**src/rtl/wildcard_pattern_matcher_top_defines.svh**
```systemverilog
// ----------------------------------------------------------------------------
// wildcard_pattern_matcher_top_defines
// Assertion macros of the glob matcher top-level RTL
// ----------------------------------------------------------------------------
`ifndef WILDCARD_PATTERN_MATCHER_TOP_DEFINES_SVH
`define WILDCARD_PATTERN_MATCHER_TOP_DEFINES_SVH

// same-cycle implication, clocked on clk, off during reset
`define WPM_ASSERT_IMP(name, ante, cons) \
  name: assert property (@(posedge clk) disable iff (!rst_n) (ante) |-> (cons)) \
    else $error("wpm check failed");

// next-cycle implication, clocked on clk, off during reset
`define WPM_ASSERT_NXT(name, ante, cons) \
  name: assert property (@(posedge clk) disable iff (!rst_n) (ante) |=> (cons)) \
    else $error("wpm check failed");

`endif

```
**src/rtl/wpm_pkg.sv**
```systemverilog
// ----------------------------------------------------------------------------
// wpm_pkg
// Shared constants and types of the streaming glob matcher
// ----------------------------------------------------------------------------
package wpm_pkg;

  // pattern geometry
  localparam int MAX_PATTERN = 16;
  localparam int LEN_W       = $clog2(MAX_PATTERN + 1);
  localparam int CHAR_W      = 8;
  localparam int PAT_BITS    = 128;

  // wildcard codes
  localparam logic [CHAR_W-1:0] STAR_CHAR = 8'h2A;
  localparam logic [CHAR_W-1:0] ANY_CHAR  = 8'h3F;

  // configuration port
  localparam int CFG_DATA_W = 64;
  localparam int CFG_ADDR_W = 5;
  localparam int REG_IDX_W  = 2;
  localparam logic [REG_IDX_W-1:0] REG_PAT_LO  = 2'd0;
  localparam logic [REG_IDX_W-1:0] REG_PAT_HI  = 2'd1;
  localparam logic [REG_IDX_W-1:0] REG_PAT_LEN = 2'd2;

  // signals passed from one cell to the next
  typedef struct packed {
    logic cur;   // closed prefix match of the current vector
    logic cls;   // closed prefix match of the captured result vector
  } link_t;

  // per-beat control broadcast to all cells
  typedef struct packed {
    logic step;     // input beat accepted
    logic restart;  // accepted beat ends the text
  } ctl_t;

endpackage

```
**src/rtl/wpm_ifs.sv**
```systemverilog
// ----------------------------------------------------------------------------
// wpm_ifs
// Valid/ready stream interfaces for text bytes and match results
// ----------------------------------------------------------------------------
interface wpm_in_if;
  logic       valid;
  logic       ready;
  logic [7:0] text_char;
  logic       last_char;

  modport source (output valid, output text_char, output last_char, input ready);
  modport sink (input valid, input text_char, input last_char, output ready);
endinterface

interface wpm_out_if;
  logic valid;
  logic ready;
  logic matched;
  logic end_of_text;

  modport source (output valid, output matched, output end_of_text, input ready);
  modport sink (input valid, input matched, input end_of_text, output ready);
endinterface

```
**src/rtl/wildcard_pattern_matcher_top.sv**
```systemverilog
// ----------------------------------------------------------------------------
// wildcard_pattern_matcher_top
// Streaming glob matcher built from a row of pattern-position cells
// ----------------------------------------------------------------------------
// Text enters on in_stream one byte per beat, last_char marking the final
// byte of a text. Each input beat yields exactly one beat on out_stream:
// matched tells whether the text so far matches the whole pattern, and
// end_of_text echoes last_char. The pattern (two 64-bit character words and
// a length) is to be written over the APB port at byte addresses 0, 8 and 16
// only while no beat is in flight; the block itself does not enforce this.
// Throughput is one byte per cycle while out_stream is not stalled. On
// input acceptance the cell row updates the match vector and the result
// copies; the star closure of the result then ripples through the same
// cells into the output register, which sets output valid.
// When the receiver stalls, one result waits in the output register and a
// second in the cells' result copies; input is still taken until both are
// occupied. Reset clears the pattern registers and in-flight beats and sets
// the vector to the empty-prefix match; the block is ready right after.
// ----------------------------------------------------------------------------
`include "wildcard_pattern_matcher_top_defines.svh"

module wildcard_pattern_matcher_top (
  input  logic                           clk,
  input  logic                           rst_n,
  wpm_in_if.sink                         in_stream,
  wpm_out_if.source                      out_stream,
  input  logic                           psel,
  input  logic                           penable,
  input  logic                           pwrite,
  input  logic [wpm_pkg::CFG_ADDR_W-1:0] paddr,
  input  logic [wpm_pkg::CFG_DATA_W-1:0] pwdata,
  output logic [wpm_pkg::CFG_DATA_W-1:0] prdata,
  output logic                           pready
);

  localparam int MAXP = wpm_pkg::MAX_PATTERN;
  localparam int LW   = wpm_pkg::LEN_W;

  logic [wpm_pkg::CFG_DATA_W-1:0] pat_lo_r, pat_lo_nxt;
  logic [wpm_pkg::CFG_DATA_W-1:0] pat_hi_r, pat_hi_nxt;
  logic [LW-1:0]                  pat_len_r, pat_len_nxt;
  logic [wpm_pkg::REG_IDX_W-1:0]  reg_idx;
  logic                           cfg_wr;
  logic [LW-1:0]                  eff_len;
  logic [wpm_pkg::PAT_BITS-1:0]   pat_all;

  logic head_r, head_nxt;
  logic s1_valid_r, s1_valid_nxt;
  logic s1_last_r;
  logic out_valid_r, out_valid_nxt;
  logic out_matched_r;
  logic out_eot_r;
  logic out_load;
  logic in_ready;
  logic accept;

  wpm_pkg::ctl_t  ctl;
  wpm_pkg::link_t link [0:MAXP];

  // apb register decode
  assign pready  = 1'b1;
  assign cfg_wr  = psel & penable & pwrite;
  assign reg_idx = paddr[wpm_pkg::CFG_ADDR_W-1:3];

  always_comb begin
    pat_lo_nxt  = pat_lo_r;
    pat_hi_nxt  = pat_hi_r;
    pat_len_nxt = pat_len_r;
    if (cfg_wr) begin
      unique case (reg_idx)
        wpm_pkg::REG_PAT_LO:  pat_lo_nxt  = pwdata;
        wpm_pkg::REG_PAT_HI:  pat_hi_nxt  = pwdata;
        wpm_pkg::REG_PAT_LEN: pat_len_nxt = pwdata[LW-1:0];
        default: ;
      endcase
    end
  end

  always_ff @(posedge clk) begin
    if (!rst_n) begin
      pat_lo_r  <= '0;
      pat_hi_r  <= '0;
      pat_len_r <= '0;
    end else begin
      pat_lo_r  <= pat_lo_nxt;
      pat_hi_r  <= pat_hi_nxt;
      pat_len_r <= pat_len_nxt;
    end
  end

  // register read-back
  always_comb begin
    unique case (reg_idx)
      wpm_pkg::REG_PAT_LO:  prdata = pat_lo_r;
      wpm_pkg::REG_PAT_HI:  prdata = pat_hi_r;
      wpm_pkg::REG_PAT_LEN: prdata = {{(wpm_pkg::CFG_DATA_W-LW){1'b0}}, pat_len_r};
      default:              prdata = '0;
    endcase
  end

  // saturated pattern length and flat character word
  assign eff_len = (pat_len_r > LW'(MAXP)) ? LW'(MAXP) : pat_len_r;
  assign pat_all = {pat_hi_r, pat_lo_r};

  // two-stage handshake: cell update, then closure into output register
  assign out_load = s1_valid_r & (~out_valid_r | out_stream.ready);
  assign in_ready = ~s1_valid_r | out_load;
  assign accept   = in_stream.valid & in_ready;

  assign in_stream.ready = in_ready;
  assign ctl.step        = accept;
  assign ctl.restart     = in_stream.last_char;

  always_comb begin
    s1_valid_nxt = s1_valid_r;
    if (accept) begin
      s1_valid_nxt = 1'b1;
    end else if (out_load) begin
      s1_valid_nxt = 1'b0;
    end
  end

  always_comb begin
    out_valid_nxt = out_valid_r;
    if (out_load) begin
      out_valid_nxt = 1'b1;
    end else if (out_stream.ready) begin
      out_valid_nxt = 1'b0;
    end
  end

  // empty-prefix bit: set at reset and after the last byte of a text
  always_comb begin
    head_nxt = head_r;
    if (accept) begin
      head_nxt = in_stream.last_char;
    end
  end

  always_ff @(posedge clk) begin
    if (!rst_n) begin
      head_r      <= 1'b1;
      s1_valid_r  <= 1'b0;
      out_valid_r <= 1'b0;
    end else begin
      head_r      <= head_nxt;
      s1_valid_r  <= s1_valid_nxt;
      out_valid_r <= out_valid_nxt;
    end
  end

  // payload of both stages
  always_ff @(posedge clk) begin
    if (accept) begin
      s1_last_r <= in_stream.last_char;
    end
    if (out_load) begin
      out_matched_r <= link[eff_len].cls;
      out_eot_r     <= s1_last_r;
    end
  end

  assign out_stream.valid       = out_valid_r;
  assign out_stream.matched     = out_matched_r;
  assign out_stream.end_of_text = out_eot_r;

  // cell row, position j holds prefix length j+1
  assign link[0].cur = head_r;
  assign link[0].cls = 1'b0;

  for (genvar g = 0; g < MAXP; g++) begin : g_cell
    localparam logic [LW-1:0] POS = LW'(g);
    wpm_cell u_cell (
      .clk       (clk),
      .rst_n     (rst_n),
      .pat_char  (pat_all[wpm_pkg::CHAR_W*g +: wpm_pkg::CHAR_W]),
      .active    (POS < eff_len),
      .text_char (in_stream.text_char),
      .ctl       (ctl),
      .link_in   (link[g]),
      .link_out  (link[g+1])
    );
  end

  // checks
  `WPM_ASSERT_NXT(a_head_restart, accept && in_stream.last_char, head_r)
  `WPM_ASSERT_NXT(a_head_clear, accept && !in_stream.last_char, !head_r)
  `WPM_ASSERT_NXT(a_stage_hold, s1_valid_r && !out_load, s1_valid_r)
  `WPM_ASSERT_IMP(a_ready_free, !s1_valid_r, in_ready)

endmodule

```
**src/rtl/wpm_cell.sv**
```systemverilog
// ----------------------------------------------------------------------------
// wpm_cell
// One pattern position: holds its prefix match bit and a result copy
// ----------------------------------------------------------------------------
module wpm_cell (
  input  logic                       clk,
  input  logic                       rst_n,
  input  logic [wpm_pkg::CHAR_W-1:0] pat_char,
  input  logic                       active,
  input  logic [wpm_pkg::CHAR_W-1:0] text_char,
  input  wpm_pkg::ctl_t              ctl,
  input  wpm_pkg::link_t             link_in,
  output wpm_pkg::link_t             link_out
);

  logic match_r;
  logic match_nxt;
  logic res_r;
  logic is_star;
  logic is_hit;
  logic cur_closed;
  logic upd;

  // pattern character decode
  assign is_star = (pat_char == wpm_pkg::STAR_CHAR);
  assign is_hit  = (pat_char == wpm_pkg::ANY_CHAR) || (pat_char == text_char);

  // star closure of the stored vector, rippled from the left neighbor
  assign cur_closed = match_r | (active & is_star & link_in.cur);

  // advance by one text byte
  assign upd = active & (is_star ? cur_closed : (is_hit & link_in.cur));

  // state bit, cleared at end of text
  always_comb begin
    match_nxt = match_r;
    if (ctl.step) begin
      match_nxt = ctl.restart ? 1'b0 : upd;
    end
  end

  always_ff @(posedge clk) begin
    if (!rst_n) begin
      match_r <= 1'b0;
    end else begin
      match_r <= match_nxt;
    end
  end

  // result copy for the closure stage
  always_ff @(posedge clk) begin
    if (ctl.step) begin
      res_r <= upd;
    end
  end

  // neighbor hand-off
  assign link_out.cur = cur_closed;
  assign link_out.cls = res_r | (active & is_star & link_in.cls);

endmodule
```
**src/flat_wrapper.sv**
```systemverilog
// flat-port wrapper written by rule: the top's interface ports become plain ports
module wildcard_pattern_matcher_top_flat 
  (clk, rst_n, psel, penable, pwrite, paddr, pwdata, prdata, pready, in_stream_valid, in_stream_text_char, in_stream_last_char, in_stream_ready, out_stream_valid, out_stream_matched, out_stream_end_of_text, out_stream_ready);
  wpm_in_if in_stream_i ();
  wpm_out_if out_stream_i ();
  input  logic clk;
  input  logic rst_n;
  input  logic psel;
  input  logic penable;
  input  logic pwrite;
  input  logic [wpm_pkg::CFG_ADDR_W-1:0] paddr;
  input  logic [wpm_pkg::CFG_DATA_W-1:0] pwdata;
  output logic [wpm_pkg::CFG_DATA_W-1:0] prdata;
  output logic pready;
  input wire logic [$bits(in_stream_i.valid)-1:0] in_stream_valid;
  input wire logic [$bits(in_stream_i.text_char)-1:0] in_stream_text_char;
  input wire logic [$bits(in_stream_i.last_char)-1:0] in_stream_last_char;
  output wire logic [$bits(in_stream_i.ready)-1:0] in_stream_ready;
  output wire logic [$bits(out_stream_i.valid)-1:0] out_stream_valid;
  output wire logic [$bits(out_stream_i.matched)-1:0] out_stream_matched;
  output wire logic [$bits(out_stream_i.end_of_text)-1:0] out_stream_end_of_text;
  input wire logic [$bits(out_stream_i.ready)-1:0] out_stream_ready;
  assign in_stream_i.valid = in_stream_valid;
  assign in_stream_i.text_char = in_stream_text_char;
  assign in_stream_i.last_char = in_stream_last_char;
  assign in_stream_ready = in_stream_i.ready;
  assign out_stream_valid = out_stream_i.valid;
  assign out_stream_matched = out_stream_i.matched;
  assign out_stream_end_of_text = out_stream_i.end_of_text;
  assign out_stream_i.ready = out_stream_ready;
  wildcard_pattern_matcher_top u_core (.clk(clk), .rst_n(rst_n), .in_stream(in_stream_i), .out_stream(out_stream_i), .psel(psel), .penable(penable), .pwrite(pwrite), .paddr(paddr), .pwdata(pwdata), .prdata(prdata), .pready(pready));
endmodule
```
**config.mk**
```make
export PLATFORM = sky130hd
export DESIGN_NAME = wildcard_pattern_matcher_top_flat
export DESIGN_NICKNAME = d
export VERILOG_FILES = /design/src/rtl/wpm_pkg.sv /design/src/rtl/wpm_ifs.sv /design/src/rtl/wildcard_pattern_matcher_top.sv /design/src/rtl/wpm_cell.sv /design/src/flat_wrapper.sv
export VERILOG_INCLUDE_DIRS = /design/src /design/src/rtl
export SDC_FILE = /design/constraint.sdc
export NUM_CORES = 1
export LEC_CHECK = 0
export BUFFER_PORTS_ARGS = -buffer_cell sky130_fd_sc_hd__clkbuf_2
export CORE_ASPECT_RATIO = 0.75
export CORE_MARGIN = 2
export CORE_UTILIZATION = 31
export CTS_CLUSTER_DIAMETER = 60
export CTS_CLUSTER_SIZE = 20
export DETAILED_ROUTE_END_ITERATION = 8
export GPL_ROUTABILITY_DRIVEN = 0
export SLEW_MARGIN = 10
export SYNTH_ARGS = -nofsm -noshare
export SYNTH_HDL_FRONTEND = slang
export SYNTH_SLANG_ARGS = --single-unit
```
**constraint.sdc**
```tcl
create_clock -name clk -period 2.3 [get_ports clk]
set_input_delay 0 -clock clk [delete_from_list [all_inputs] [get_ports clk]]
set_output_delay 0 -clock clk [all_outputs]
set_load 0.02 [all_outputs]
```
# Word level (Yosys, flattened, before mapping)
# Index checks and enable logic that the tools add are counted.
[totals]
reg_bits = 171
output_inout_bits = 69
word_cells = 291
[classes]
n_lt_le_gt_ge = 18
eq_ne = 50
mux = 41
bitwise_logic = 119
n_reduce_logical = 22
[op_table]
columns = ["cell", "count"]
rows = [
  ["8-bit by 6-bit equality test with 1-bit output, second input constant", 32],
  ["64-bit one-hot mux with 3 select lines", 1],
  ["8-bit equality test", 16],
  ["1-bit AND", 83],
  ["4-bit by 5-bit < comparator with 1-bit output, first input constant", 8],
  ["1-bit 2-to-1 mux", 38],
  ["1-bit OR", 33],
  ["3-bit by 5-bit < comparator with 1-bit output, first input constant", 4],
  ["1-bit logical OR", 16],
  ["2-bit binary-select mux with 5-bit select", 1],
  ["1-bit by 5-bit < comparator with 1-bit output, first input constant", 2],
  ["2-bit by 5-bit < comparator with 1-bit output, first input constant", 2],
  ["6-bit >= comparator, second input constant", 1],
  ["5-bit inverter with 6-bit output", 1],
  ["2-bit AND reduction", 3],
  ["5-bit > comparator, second input constant", 1],
  ["5-bit 2-to-1 mux", 1],
  ["2-bit nonzero test", 2],
  ["2-bit by 1-bit equality test with 1-bit output, second input constant", 1],
  ["2-bit equality test, second input constant", 1],
  ["2-bit logical NOT", 1],
  ["1-bit inverter", 2],
]

# Depth between registers and ports, before layout
# Gate-level depths: netlist of the first run.
[logic_depth]
depth_word = 39
mapped_depth = 10
ltp_nobuf = 9

# Modules after synthesis
# Synthesis of the first run repeated with hierarchy kept, for this count alone.
[unflattened]
cells_unflattened = 1306
hier_area_um2 = 10835.4
[by_module_without_submodules]
columns = ["module", "instances", "cells_per_inst", "area_per_inst_um2", "seq_area_each_um2"]
rows = [
  ["wildcard_pattern_matcher_top", 1, 794, 6551.3, 2812.7],
  ["wpm_cell", 16, 32, 267.8, 50.0],
]

# Least setup slack after synthesis of the first run
# Ideal clock, no wire load.
[synth_timing]
kind = "register to register"
from = "reg u_core.pat_len_r[1]"
to = "reg u_core.g_cell[15].u_cell.match_r"
setup_time_ns = 0.117
arrival_time_ns = 2.345
required_ns = 2.183
slack_ns = -0.163
path_stages_with_launch = 11
path_buffers = 1
path_cell_list = "dfxtp_1 buf_2 or2_0 a31o_1 and2_4 a221o_1 o21a_1 a311o_1 a221oi_2 nor2_1 a32o_1"
[synth_via]
elab_chain_cells = 39
word_cells_on_any_way = 70
cone_classes = "order compare: 17; mux: 3; bitwise: 50"
[synth_rtl]
columns = ["item", "line_no", "source"]
rows = [
  ["start, declared", "wildcard_pattern_matcher_top.sv:41", "logic [LW-1:0] pat_len_r, pat_len_nxt;"],
  ["start signal, assigned", "wildcard_pattern_matcher_top.sv:87", "pat_len_r <= pat_len_nxt;"],
  ["5-bit > comparator", "wildcard_pattern_matcher_top.sv:102", "assign eff_len = (pat_len_r > LW'(MAXP)) ? LW'(MAXP) : pat_len_r;"],
  ["5-bit 2-to-1 mux *", "wildcard_pattern_matcher_top.sv:102", ""],
  ["1-bit by 5-bit < comparator with 1-bit output", "wildcard_pattern_matcher_top.sv:177", ".active (POS < eff_len),"],
  ["1-bit AND", "n/a", ""],
  ["1-bit AND", "wpm_cell.sv:29", "assign cur_closed = match_r | (active & is_star & link_in.cur);"],
  ["1-bit OR", "wpm_cell.sv:29", ""],
  ["1-bit AND", "wpm_cell.sv:29", ""],
  ["1-bit OR", "wpm_cell.sv:29", ""],
  ["[... 24 more ...]", "n/a", ""],
  ["1-bit AND", "wpm_cell.sv:29", ""],
  ["1-bit OR", "wpm_cell.sv:29", ""],
  ["1-bit AND", "wpm_cell.sv:29", ""],
  ["1-bit OR", "wpm_cell.sv:29", ""],
  ["1-bit 2-to-1 mux", "wpm_cell.sv:32", "assign upd = active & (is_star ? cur_closed : (is_hit & link_in.cur));"],
  ["1-bit AND *", "wpm_cell.sv:32", ""],
  ["named net u_core.g_cell[15].u_cell.upd", "wpm_cell.sv:22", "logic upd;"],
  ["1-bit 2-to-1 mux *", "wpm_cell.sv:38", "match_nxt = ctl.restart ? 1'b0 : upd;"],
  ["end signal, assigned", "wpm_cell.sv:46", "match_r <= match_nxt;"],
  ["end, declared", "wpm_cell.sv:16", "logic match_r;"],
]
# Mark *: on every way through the listed nets, which the timed path passes. The rest lies on a longest branch.
# A chain may end at the register's enable or synchronous reset.

# Worst setup path in the final report of the first run
[layout_timing]
from = "reg u_core.pat_hi_r[21] (netlist name)"
to = "reg u_core.g_cell[14].u_cell.match_r"
[layout_via]
elab_chain_cells = 15
word_cells_on_any_way = 16
cone_classes = "eq/ne: 1; mux: 2; bitwise: 13"
[layout_rtl]
columns = ["item", "line_no", "source"]
rows = [
  ["start, declared", "wildcard_pattern_matcher_top.sv:40", "logic [wpm_pkg::CFG_DATA_W-1:0] pat_hi_r, pat_hi_nxt;"],
  ["start signal, assigned", "wildcard_pattern_matcher_top.sv:86", "pat_hi_r <= pat_hi_nxt;"],
  ["8-bit by 6-bit equality test with 1-bit output *", "wpm_cell.sv:25", "assign is_star = (pat_char == wpm_pkg::STAR_CHAR);"],
  ["1-bit AND * (2 in a row)", "wpm_cell.sv:29", ""],
  ["1-bit OR *", "wpm_cell.sv:29", ""],
  ["1-bit AND *", "wpm_cell.sv:29", ""],
  ["1-bit OR *", "wpm_cell.sv:29", ""],
  ["1-bit AND *", "wpm_cell.sv:29", ""],
  ["1-bit OR *", "wpm_cell.sv:29", ""],
  ["1-bit AND *", "wpm_cell.sv:29", ""],
  ["1-bit OR *", "wpm_cell.sv:29", ""],
  ["1-bit AND", "wpm_cell.sv:29", ""],
  ["1-bit OR", "wpm_cell.sv:29", ""],
  ["1-bit 2-to-1 mux *", "wpm_cell.sv:32", ""],
  ["1-bit AND *", "wpm_cell.sv:32", ""],
  ["1-bit 2-to-1 mux *", "wpm_cell.sv:38", ""],
  ["end signal, assigned", "wpm_cell.sv:46", ""],
  ["end, declared", "wpm_cell.sv:16", ""],
]
# Mark *: on every way between the ends. The rest lies on a longest branch, timed or not.

==> results by group, run 1 <==
Layout
  • Commonest non-fill, non-tap cell in the layout: nand2_1
  • Area of the multi-input gates: between 6000 and 7000 um^2
  • Most frequent cells in the layout: nand2_1, buf_4, clkbuf_2
  • P&R area growth vs syn: 41.60%
  • Share of cells above drive strength 1: between 20% and 30%
  • Storage cell area: ~3600 um^2
  • FILL cells: 3266
  • Final net count: between 1.5k and 2k
  • Design area: around 15000 um^2
  • # diodes: 0

STA
  • Total negative slack: -2688 ps
  • Fin. Hold Viols: 0
  • Max-slew violations: 0
  • RSZ-0062 raised after global routing: true
  • Tcrit/Tclk final: 112.0%
  • Worst rel slew slack: 44.14%
  • Setup Skew: 11.61 ps
  • Final Setup Violations: 19
  • Fmax: 388.3 MHz
  • Final worst slack: -275.5 ps
  • Worst-Margin Slew: between 800 and 900 ps
  • Min cycle time layout: between 2000 and 3000 ps

Power and ir drop
  • Switching pwr: 0.001818 W
  • Power Dens Cells: around 470 nW/um^2
  • Logic gate share of total power: 12.4%
  • Peak supply drop: 0.5017 mV
  • Flop pwr share: around 45%
  • Switching fraction of total power: roughly a quarter
  • Clock power frac: a little over two fifths
  • Cell internal pwr: approximately 0.0051 W
  • Lkg Pwr: roughly 6 nW

Synthesis
  • Mapped Cells: roughly 1.3k
  • Synth Area in XOR/XNOR: a little over a tenth
  • Area share of and/or/nand/nor cells after synthesis: between 20 and 30%
  • Mux cell area share after synthesis: about 6.7%
  • Number of synthesized register bits: around 170
  • Mean Syn Cell Area: 7.874 um^2
  • Netlist Area Pre-Place: roughly 10000 um^2
  • Number of flops mapped to enable cells by yosys: 19
  • Share of the yosys chip area belonging to registers: 34.82%
  • Asr flop ratio synth: 0%
  • Mapped Nets: approximately 1.4k
  • Ys flop type: dfxtp_1
  • YS warnings: 0
  • Synth cell types: between 70 and 80
  • Largest family of logic cells by synthesized area: simple AND/OR/NAND/NOR gates
  • Adder-cell share of the synthesized area: 0%
  • Synth Area in Compound Gates: a little under a fifth

Setup path
  • Req. time, crit path: 2680 ps
  • Number of cells on the critical path: 10
  • Worst Setup End Kind: flip-flop
  • Crit path buf inv count: 2
  • CP max stage cell: nor4_2
  • WS Path Type: reg2reg
  • Worst-path fanout max: 4
  • Most used cell, CP: buf_4
  • Worst setup SP type: flip-flop
  • Crit-path leading delay family: simple AND/OR/NAND/NOR gates
  • R2r worst-path depth: 10
  • Crit path DAT: 2960 ps
  • Crit path cell chain: nor4bb_2, buf_4, nand4_1, nor4_2, o21a_1, a311o_1, buf_4, nand2_2, o211ai_1, and3_1
  • Largest stage delay, worst path: approximately 410 ps

Clocking
  • H-tree Lvls: 4
  • Worst skew pair latency: 440 ps
  • Register clock-pin slew on the reported worst setup and hold paths: around 70 ps
  • Root Buffer: clkbuf_16
  • CTS sink cnt: 171
  • CTS tree: yes
  • Num CTS Buffers: 17
  • Maximum root-to-sink buffer count: 2

Detailed routing
  • Vias: about 11k
  • DR pass1 iterations: 5
  • DRC viols: 0
  • Initial DRC count: between 800 and 900
  • Avg Vias per Cell: 5.144
  • Wirelength, routed: about 39000 um
  • Routed len/inst: 18.07 um
  • ANT nets after route: 0

Floorplan
  • # IOs: around 150
  • Row cnt: between 50 and 60
  • Core Box Area: ~33000 um^2
  • Die footprint: 34970 um^2
  • Die width: around 220 um
  • Die height: roughly 160 um
  • Initial core utilization: between 30% and 40%

Global routing
  • Vias in the first global route: ~11k
  • Global Route Usage Sum: between 20% and 30%
  • Pin count of the biggest net entering global routing: roughly 90
  • Global route overflow: 0
  • Initial antenna violation count: 0
  • First-pass GRT wire length: around 60000 um

Place
  • Pre-CTS setup slack: -363.9 ps
  • Detailed placement HPWL: approximately 28000 um
  • Placed inst area: about 13000 um^2
  • Port Buffers: 149

Run status
  • Failing checks: negative setup slack
  • Outcome: finished, violations left

Worst hold path
  • Min-Delay Path Depth: 5
  • Hold Path Class: in2reg

Run
  • Maxcap violations: 0
## power by group through the flow
| stage | Sequential (W) | Clock [W] | Combinational (W) |
|---|---|---|---|
| finish | 0.00309 | 0.00297 | 0.000858 |
| global route | 0.00310 | 0.00311 | 0.000918 |
| CTS | 0.00309 | 0.00299 | 0.000844 |
| detailed placement | 0.00316 | 0 | 0.000741 |
| global placement | 0.00316 | 0 | 0.000736 |
| floorplan | 0.00316 | 0 | 0.000410 |
## synth_stat cells (7+ instances only)
master | count | area share [%]
mux2i_1 | 69 | 6.7
nand4_1 | 31 | 1.9
a31oi_1 | 10 | 0.60
nand3_1 | 20 | 0.96
edfxtp_1 | 19 | 5.5
nor2_1 | 102 | 3.7
buf_1 | 15 | 0.54
dfxtp_1 | 152 | 29
xor2_1 | 64 | 5.4
nor2b_1 | 20 | 1.2
o21ai_0 | 31 | 1.5
clkbuf_1 | 67 | 2.4
nor4_1 | 21 | 1.3
inv_1 | 13 | 0.47
and3_1 | 16 | 0.96
nor3_1 | 22 | 1.1
a21oi_1 | 30 | 1.4
xnor2_1 | 64 | 5.4
a22oi_1 | 11 | 0.80
or3_1 | 7 | 0.42
nand2_1 | 301 | 11
a21boi_0 | 130 | 9.4
## flip-flops by register name, summed over array words and instances, names as in the netlist
signal and cells:
u_core.head_r 1, u_core.out_stream.matched 1, u_core.out_stream.valid 1, u_core.g_cell.u_cell.res_r 16, u_core.s1_last_r 1, u_core.g_cell.u_cell.match_r 16, u_core.pat_len_r 5, u_core.pat_lo_r 64
u_core.out_stream.end_of_text 1, u_core.s1_valid_r 1, u_core.pat_hi_r 64
## kinds of logic after synthesis
family,Yosys count
other cells,1
compound gates,269
buf+inv,100
simple gates,580
mux,69
flops,171
xor+xnor,128
## area by class of cell
type / instances / area share [%]
Timing Repair Buffer: 440 / 21.37
Clock buffer: 22 / 3.372
Multi-Input combinational cell: 1047 / 45.69
Clock inverter: 10 / 0.6982
Sequential cell: 171 / 24.77
Tap cell: 442 / 3.764
Inverter: 13 / 0.3321
## worst min-delay path: stages
cell and delay (ps):
buf_4 120, nor3b_2 150, buf_4 220, nand2_1 90, a21boi_0 60
## through the flow
stage               utilization, %  power (W)  instances  hold WS, ps
floorplan                        -   0.003575       1318        98.87
global placement             39.71   0.003898       2030        239.9
detailed placement           39.71   0.003904       2030        237.3
CTS                          44.36   0.006931       2140        261.6
global route                 44.99   0.007121       2145        290.7
finish                       44.99   0.006918       2145        263.8
## final timing paths
check	to	startpoint	slack, ps
worst max register to register	u_core.g_cell[14].u_cell.match_r$_SDFFE_PN0P_	u_core.pat_hi_r[21]$_SDFFE_PN0P_	-280
worst max-delay path	u_core.g_cell[14].u_cell.match_r$_SDFFE_PN0P_	u_core.pat_hi_r[21]$_SDFFE_PN0P_	-280
worst min-delay path	u_core.pat_hi_r[17]$_SDFFE_PN0P_	paddr[3]	260
worst min register to register	u_core.out_stream.end_of_text$_DFFE_PP_	u_core.s1_last_r$_DFFE_PP_	430
## metal layers
| layer | part of all wire [%] | global-route usage, % | wire [um] | vias up |
|---|---|---|---|---|
| met4 | 2.7 | 7.837 | 1041 | 0 |
| met1 | 47 | 30.52 | 18240 | 5281 |
| met2 | 44 | 34.43 | 17110 | 378 |
| li1 | - | - | - | 5304 |
| met5 | 0 | 0 | 0 | - |
| met3 | 6.1 | 3.249 | 2368 | 70 |
## what timing repair did
action,in CTS,in global routing
pin swaps,18,28
buffers inserted,9,7
hold buffers,69,0
resized for setup,42,39
gates cloned,0,0
endpoints found under the hold margin,142,0
endpoints found under the setup margin,27,27
(Power assumes the default switching activity.)
==> run 2: changes to the inputs <==
--- a/config.mk
+++ b/config.mk
@@ -9,11 +9,12 @@
 export BUFFER_PORTS_ARGS = -buffer_cell sky130_fd_sc_hd__clkbuf_2
 export CORE_ASPECT_RATIO = 0.75
 export CORE_MARGIN = 2
-export CORE_UTILIZATION = 31
+export CORE_UTILIZATION = 53
 export CTS_CLUSTER_DIAMETER = 60
 export CTS_CLUSTER_SIZE = 20
 export DETAILED_ROUTE_END_ITERATION = 8
 export GPL_ROUTABILITY_DRIVEN = 0
+export PLACE_DENSITY = 0.78
 export SLEW_MARGIN = 10
 export SYNTH_ARGS = -nofsm -noshare
 export SYNTH_HDL_FRONTEND = slang
==> results by group, run 2 (same netlist as run 1, synthesis figures left out) <==
Setup path
  • Worst setup SP type: flip-flop
  • Critical R2R Launch: u_core.pat_len_r[4]$_SDFFE_PN0P_
  • Worst Setup End Kind: flip-flop
  • WS Path Type: reg2reg
  • Crit path DAT: 2910 ps (-50 ps)
  • Req. time, crit path: 2490 ps (-190 ps)
  • Reg2reg setup slack: -420 ps (-150 ps)
  • R2r worst-path depth: 10 (unchanged)
  • Reg-to-reg endpoint: u_core.out_stream.matched$_DFFE_PP_
  • Worst-path fanout max: 6 (+2)

Power and ir drop
  • Lkg Pwr: 6.015 nW (-0.96%)
  • Switching fraction of total power: 28.02% (+1.7 points)
  • Switching pwr: 0.001905 W (+4.8%)
  • Logic gate share of total power: 12.8% (+0.4 points)
  • Peak supply drop: 0.4955 mV (-1.2%)
  • Power Dens Cells: 468.0 nW/um^2 (-0.59%)
  • Flop pwr share: 45.5% (+0.8 points)
  • Clock power frac: 41.6% (-1.3 points)
  • Cell internal pwr: 0.004895 W (-4.0%)

Place
  • Port Buffers: 149 (unchanged)
  • Pre-CTS setup slack: -325.3 ps (+38.66 ps)
  • Placed inst area: 12720 um^2 (-1.9%)
  • Detailed placement HPWL: 25340 um (-8.0%)
  • # placed instances: 1833 (-9.7%)

Detailed routing
  • Wirelength, routed: 41100 um (+6.0%)
  • DRC viols: 0 (unchanged)
  • ANT nets after route: 0 (unchanged)
  • Routed len/inst: 21.11 um (+17%)
  • Avg Vias per Cell: 6.322 (+23%)
  • Vias: 12.31k (+12%)
  • DR pass1 iterations: 8 (+3)
  • Initial DRC count: 1836 (+110%)

STA
  • Worst-Margin Slew: 794.3 ps (-43.54 ps)
  • Final Setup Violations: 23 (+4)
  • Fmax: 367.2 MHz (-5.4%)
  • Setup Skew: 15.87 ps (+4.269 ps)
  • Final worst slack: -423.6 ps (-148.1 ps)
  • Fin. Hold Viols: 0 (unchanged)
  • Max-slew violations: 0 (unchanged)
  • Worst rel slew slack: 47.04% (+2.9 points)
  • Total negative slack: -4432 ps (-1744 ps)
  • Tcrit/Tclk final: 118.4% (+6.4 points)
  • Min cycle time layout: 2724 ps (+148.1 ps)
  • RSZ-0062 raised after global routing: true

Worst hold path
  • Hold_sp: penable
  • Min-Delay Path Depth: 5 (unchanged)
  • Worst hold path endpoint: u_core.pat_hi_r[3]$_SDFFE_PN0P_
  • Hold Path Class: in2reg

Layout
  • Biggest registers after layout: u_core.pat_hi_r x64, u_core.pat_lo_r x64
  • FILL cells: 1187 (-64%)
  • Design area: 14530 um^2 (-1.1%)
  • # diodes: 0 (unchanged)
  • Commonest non-fill, non-tap cell in the layout: nand2_1
  • P&R area growth vs syn: 40.00%
  • Share of cells above drive strength 1: 28.28% (+0.38 points)
  • Final cell count without fillers: 1947 (-9.2%)
  • Most frequent cells in the layout: nand2_1, buf_4, clkbuf_2
  • Final net count: 1766 (-0.51%)
  • Final core utilization: 75.40% (+30 points)

Global routing
  • Vias in the first global route: 11.65k (+7.0%)
  • Global Route Usage Sum: 37.45% (+16 points)
  • Pin count of the biggest net entering global routing: 108 (+17%)
  • Global route overflow: 0 (unchanged)
  • Initial antenna violation count: 0 (unchanged)
  • First-pass GRT wire length: 61300 um (+1.6%)

Clocking
  • CTS tree: yes
  • Root Buffer: clkbuf_16
  • Maximum root-to-sink buffer count: 2 (unchanged)
  • Worst skew pair latency: 450 ps (about the same)
  • Register clock-pin slew on the reported worst setup and hold paths: 70 ps (about the same)
  • H-tree Lvls: 4 (unchanged)
  • Num CTS Buffers: 17 (unchanged)
  • CTS sink cnt: 171 (unchanged)

Floorplan
  • # IOs: 154 (unchanged)
  • Die width: 165.6 um (-23%)
  • Die height: 125.2 um (-23%)
  • Core Box Area: 19270 um^2 (-41%)
  • Row cnt: 44 (-23%)
  • Die footprint: 20730 um^2 (-41%)
  • Initial core utilization: 53.86% (+22 points)

Run
  • Maxcap violations: 0 (unchanged)

Run status
  • Failing checks: negative setup slack
  • Outcome: finished, violations left
==> run 2: cell count changes in the layout (fill, tap and decap cells not counted), moves of 3 or more <==
cell | before | now
buf_12 | 1 | 5
buf_4 | 216 | 200
inv_6 | 2 | 6
clkinv_4 | 4 | 1
buf_6 | 6 | 10
==> run 2: through the flow <==
| stage | hold WS (ps) | total power [W] |
|---|---|---|
| 3_3_place_gp | 230.3 | 0.003856 |
| 4_1_cts | 66.92 | 0.006707 |
| 2_1_floorplan | 98.87 | 0.003575 |
| 3_5_place_dp | 234.2 | 0.003873 |
| 6_report | 114.4 | 0.006800 |
| 5_1_grt | 117.4 | 0.006963 |
==> run 2: timing repair <==
item / in CTS / in global routing
gates resized for setup: 62 / 38
pin swaps: 35 / 25
endpoints found under the setup margin: 24 / 28
hold endpoints to repair: 139 / 0
hold buffers: 69 / 0
buffers inserted: 11 / 6
==> run 2: cell type report <==
type                    count  area [um^2]  area share (%)
well taps                 253        316.6           2.179
multi-input cells        1047         6819           46.93
clock buffers              18        439.2           3.023
inverters                  13        48.80          0.3359
repair buffers            431         3141           21.62
flip-flops and latches    171         3637           25.03
clock inverters            14        127.6          0.8784
==> run 2: worst max path at each step <==
stage                                startpoint  slack, ps                                       endpoint  cells after the start
2_1_floorplan  u_core.pat_len_r[1]$_SDFFE_PN0P_       -100  u_core.g_cell[15].u_cell.match_r$_SDFFE_PN0P_                     10
3_3_place_gp   u_core.pat_len_r[4]$_SDFFE_PN0P_       -270  u_core.g_cell[15].u_cell.match_r$_SDFFE_PN0P_                     11
3_5_place_dp   u_core.pat_len_r[4]$_SDFFE_PN0P_       -330  u_core.g_cell[15].u_cell.match_r$_SDFFE_PN0P_                     11
4_1_cts        u_core.pat_lo_r[32]$_SDFFE_PN0P_       -210  u_core.g_cell[10].u_cell.match_r$_SDFFE_PN0P_                     10
5_1_grt        u_core.pat_lo_r[36]$_SDFFE_PN0P_       -430  u_core.g_cell[10].u_cell.match_r$_SDFFE_PN0P_                     10
6_report       u_core.pat_len_r[4]$_SDFFE_PN0P_       -420            u_core.out_stream.matched$_DFFE_PP_                     10
==> run 2: per-layer routing <==
| metal | up-vias | routed length (um) | track usage, % |
|---|---|---|---|
| li1 | 5276 | - | - |
| met1 | 5699 | 15980 | 51.44 |
| met2 | 1045 | 17470 | 56.19 |
| met3 | 289 | 5445 | 9.754 |
| met4 | 0 | 2198 | 14.60 |
| met5 | - | 0 | 0 |
==> run 2: power groups by stage <==
| stage | logic, W | clock network, W | registers, W |
|---|---|---|---|
| 2_1_floorplan | 0.000410 | 0 | 0.00316 |
| 3_3_place_gp | 0.000697 | 0 | 0.00316 |
| 3_5_place_dp | 0.000713 | 0 | 0.00316 |
| 4_1_cts | 0.000819 | 0.00280 | 0.00309 |
| 5_1_grt | 0.000912 | 0.00295 | 0.00310 |
| 6_report | 0.000873 | 0.00283 | 0.00310 |
==> run 2: worst max-delay path, stage by stage, from the launching register on <==
cell	delay [ps]
dfxtp_4	370
or4_4	540
buf_4	160
nand4_1	180
nand2_1	150
a31oi_1	240
o21ai_0	200
a22oi_1	220
o21ai_1	140
a221oi_2	190
nand2_1	90
==> run 3: changes to the inputs <==
--- a/config.mk
+++ b/config.mk
@@ -15,6 +15,7 @@
 export DETAILED_ROUTE_END_ITERATION = 8
 export GPL_ROUTABILITY_DRIVEN = 0
 export PLACE_DENSITY = 0.78
+export RECOVER_POWER = 50
 export SLEW_MARGIN = 10
 export SYNTH_ARGS = -nofsm -noshare
 export SYNTH_HDL_FRONTEND = slang
==> results by group, run 3 (same netlist as run 1, synthesis figures left out) <==
Detailed routing
  • DRC viols: 0 (unchanged)
  • ANT nets after route: 0 (unchanged)
  • Routed len/inst: 21.11 um (about the same)
  • DR pass1 iterations: 8 (unchanged)
  • Avg Vias per Cell: 6.304 (-0.28%)
  • Vias: 12.27k (-0.28%)
  • Initial DRC count: 1847 (+0.60%)
  • Wirelength, routed: 41100 um (about the same)

Setup path
  • CP startpoint: u_core.pat_len_r[4]$_SDFFE_PN0P_
  • Crit path cell chain: or4_4, buf_4, nand4_1, nand2_1, a31oi_1, o21ai_0, a22oi_1, o21ai_1, a221oi_2, nand2_1
  • Critical R2R Launch: u_core.pat_len_r[4]$_SDFFE_PN0P_
  • Crit path buf inv count: 1 (unchanged)
  • Most used cell, CP: nand2_1
  • Crit path DAT: 2890 ps (-20 ps)
  • Largest stage delay, worst path: 540 ps (about the same)
  • Worst-path fanout max: 6 (unchanged)
  • Worst setup SP type: flip-flop
  • Reg2reg setup slack: -400 ps (+20 ps)
  • Req. time, crit path: 2490 ps (about the same)
  • CP max stage cell: or4_4
  • WS Path Type: reg2reg
  • Crit-path leading delay family: compound AO/OA/AOI/OAI gates
  • Worst Setup End Kind: flip-flop

STA
  • Final worst slack: -403.4 ps (+20.18 ps)
  • Fmax: 369.9 MHz (+0.75%)
  • Worst-Margin Slew: 1537 ps (+742.3 ps)
  • Min cycle time layout: 2703 ps (-20.18 ps)
  • Worst rel slew slack: -2.438% (-49 points)
  • Max-slew violations: 65 (+65)
  • Final Setup Violations: 25 (+8.7%)
  • Fin. Hold Viols: 0 (unchanged)
  • Setup Skew: 17.03 ps (+1.158 ps)
  • RSZ-0062 raised after global routing: true
  • Tcrit/Tclk final: 117.5% (-0.88 points)

Clocking
  • CTS sink cnt: 171 (unchanged)
  • Maximum root-to-sink buffer count: 2 (unchanged)
  • Num CTS Buffers: 17 (unchanged)
  • Root Buffer: clkbuf_16
  • Worst skew pair latency: 450 ps (about the same)
  • CTS tree: yes
  • Register clock-pin slew on the reported worst setup and hold paths: 70 ps (about the same)
  • H-tree Lvls: 4 (unchanged)

Layout
  • Final cell count without fillers: 1947 (unchanged)
  • Final core utilization: 75.29% (-0.11 points)
  • P&R area growth vs syn: 39.80%
  • Share of cells above drive strength 1: 27.98% (-0.30 points)
  • Most frequent cells in the layout: nand2_1, buf_4, clkbuf_2
  • Final net count: 1766 (unchanged)
  • # diodes: 0 (unchanged)
  • Biggest registers after layout: u_core.pat_hi_r x64, u_core.pat_lo_r x64
  • Commonest non-fill, non-tap cell in the layout: nand2_1
  • FILL cells: 1194 (+0.59%)

Power and ir drop
  • Lkg Pwr: 5.993 nW (-0.37%)
  • Power, Total: 0.006799 W (about the same)
  • Power Dens Cells: 468.6 nW/um^2 (+0.13%)
  • Peak supply drop: 0.4940 mV (-0.30%)

Floorplan
  • # IOs: 154 (unchanged)
  • Die height: 125.2 um (unchanged)
  • Row cnt: 44 (unchanged)
  • Die width: 165.6 um (unchanged)
  • Core Box Area: 19270 um^2 (unchanged)
  • Initial core utilization: 53.86% (unchanged)
  • Die footprint: 20730 um^2 (unchanged)

Worst hold path
  • Hold Path Class: in2reg
  • Hold_sp: pwrite

Run status
  • Failing checks: max-capacitance violations, max-slew violations, negative setup slack
  • Outcome: finished, violations left

Global routing
  • First-pass GRT wire length: 61300 um (unchanged)
  • Global Route Usage Sum: 37.45% (unchanged)
  • Global route overflow: 0 (unchanged)
  • Initial antenna violation count: 0 (unchanged)
  • Pin count of the biggest net entering global routing: 108 (unchanged)
  • Vias in the first global route: 11.65k (unchanged)

Place
  • # placed instances: 1833 (unchanged)
  • Detailed placement HPWL: 25340 um (unchanged)
  • Pre-CTS setup slack: -325.3 ps (unchanged)
  • Port Buffers: 149 (unchanged)

Run
  • Maxcap violations: 1 (+1)
==> run 3: changes by cell type in the layout (fill, tap and decap cells not counted) <==
cell	change
buf_12	-1
buf_4	-1
clkbuf_1	+5
clkbuf_2	-4
clkbuf_4	+1
==> run 3: cell type report <==
| type | count | area [um^2] | share of cell area (%) |
|---|---|---|---|
| Multi-Input combinational cell | 1047 | 6819 | 47.00 |
| Sequential cell | 171 | 3637 | 25.07 |
| Timing Repair Buffer | 431 | 3119 | 21.50 |
| Clock buffer | 18 | 439.2 | 3.027 |
| Tap cell | 253 | 316.6 | 2.182 |
| Clock inverter | 14 | 127.6 | 0.8797 |
| Inverter | 13 | 48.80 | 0.3364 |
==> run 3: final timing paths <==
| kind | endpoint | depth (start not counted) |
|---|---|---|
| worst max-delay path | u_core.out_stream.matched$_DFFE_PP_ | 10 |
| worst max register to register | u_core.out_stream.matched$_DFFE_PP_ | 10 |
| worst min-delay path | u_core.pat_hi_r[3]$_SDFFE_PN0P_ | 5 |
| worst min register to register | u_core.out_stream.end_of_text$_DFFE_PP_ | 0 |
==> run 3: worst reg2reg max path, cell delays in order (launching register included) <==
cell      delay, ps
dfxtp_4         370
or4_4           540
buf_4           160
nand4_1         170
nand2_1         150
a31oi_1         240
o21ai_0         200
a22oi_1         220
o21ai_1         130
a221oi_2        190
nand2_1          80
==> run 3: report_power, final <==
group          total, W  switching [W]  leakage, nW  internal [W]
Sequential      0.00310      0.0000430         1.43       0.00305
Combinational  0.000870       0.000484         4.29      0.000386
Clock           0.00283        0.00138        0.271       0.00145
Total           0.00680        0.00191         5.99       0.00489
==> run 3: repair_timing <==
action | in CTS | in global routing
pin swaps | 35 | 25
endpoints found under the hold margin | 139 | 0
endpoints found under the setup margin | 24 | 28
gates resized for setup | 62 | 38
hold buffers | 69 | 0
buffers inserted | 11 | 6
==> run 3: per-stage QoR <==
stage	hold slack [ps]	setup TNS, ps	instance area [um^2]
final	129.3	-4425	14510
after detailed placement	234.2	-3126	12720
after floorplan	98.87	-152.3	10420
after CTS	66.92	-1522	14330
after global placement	230.3	-1771	12720
after global routing	117.4	-6422	14510
==> run 3: per-layer routing <==
metal | vias up | global-route usage, % | wire length (um)
met3 | 256 | 9.754 | 5715
met1 | 5650 | 51.44 | 15630
met4 | 0 | 14.60 | 2116
li1 | 5283 | - | -
met2 | 1085 | 56.19 | 17630
met5 | - | 0 | 0
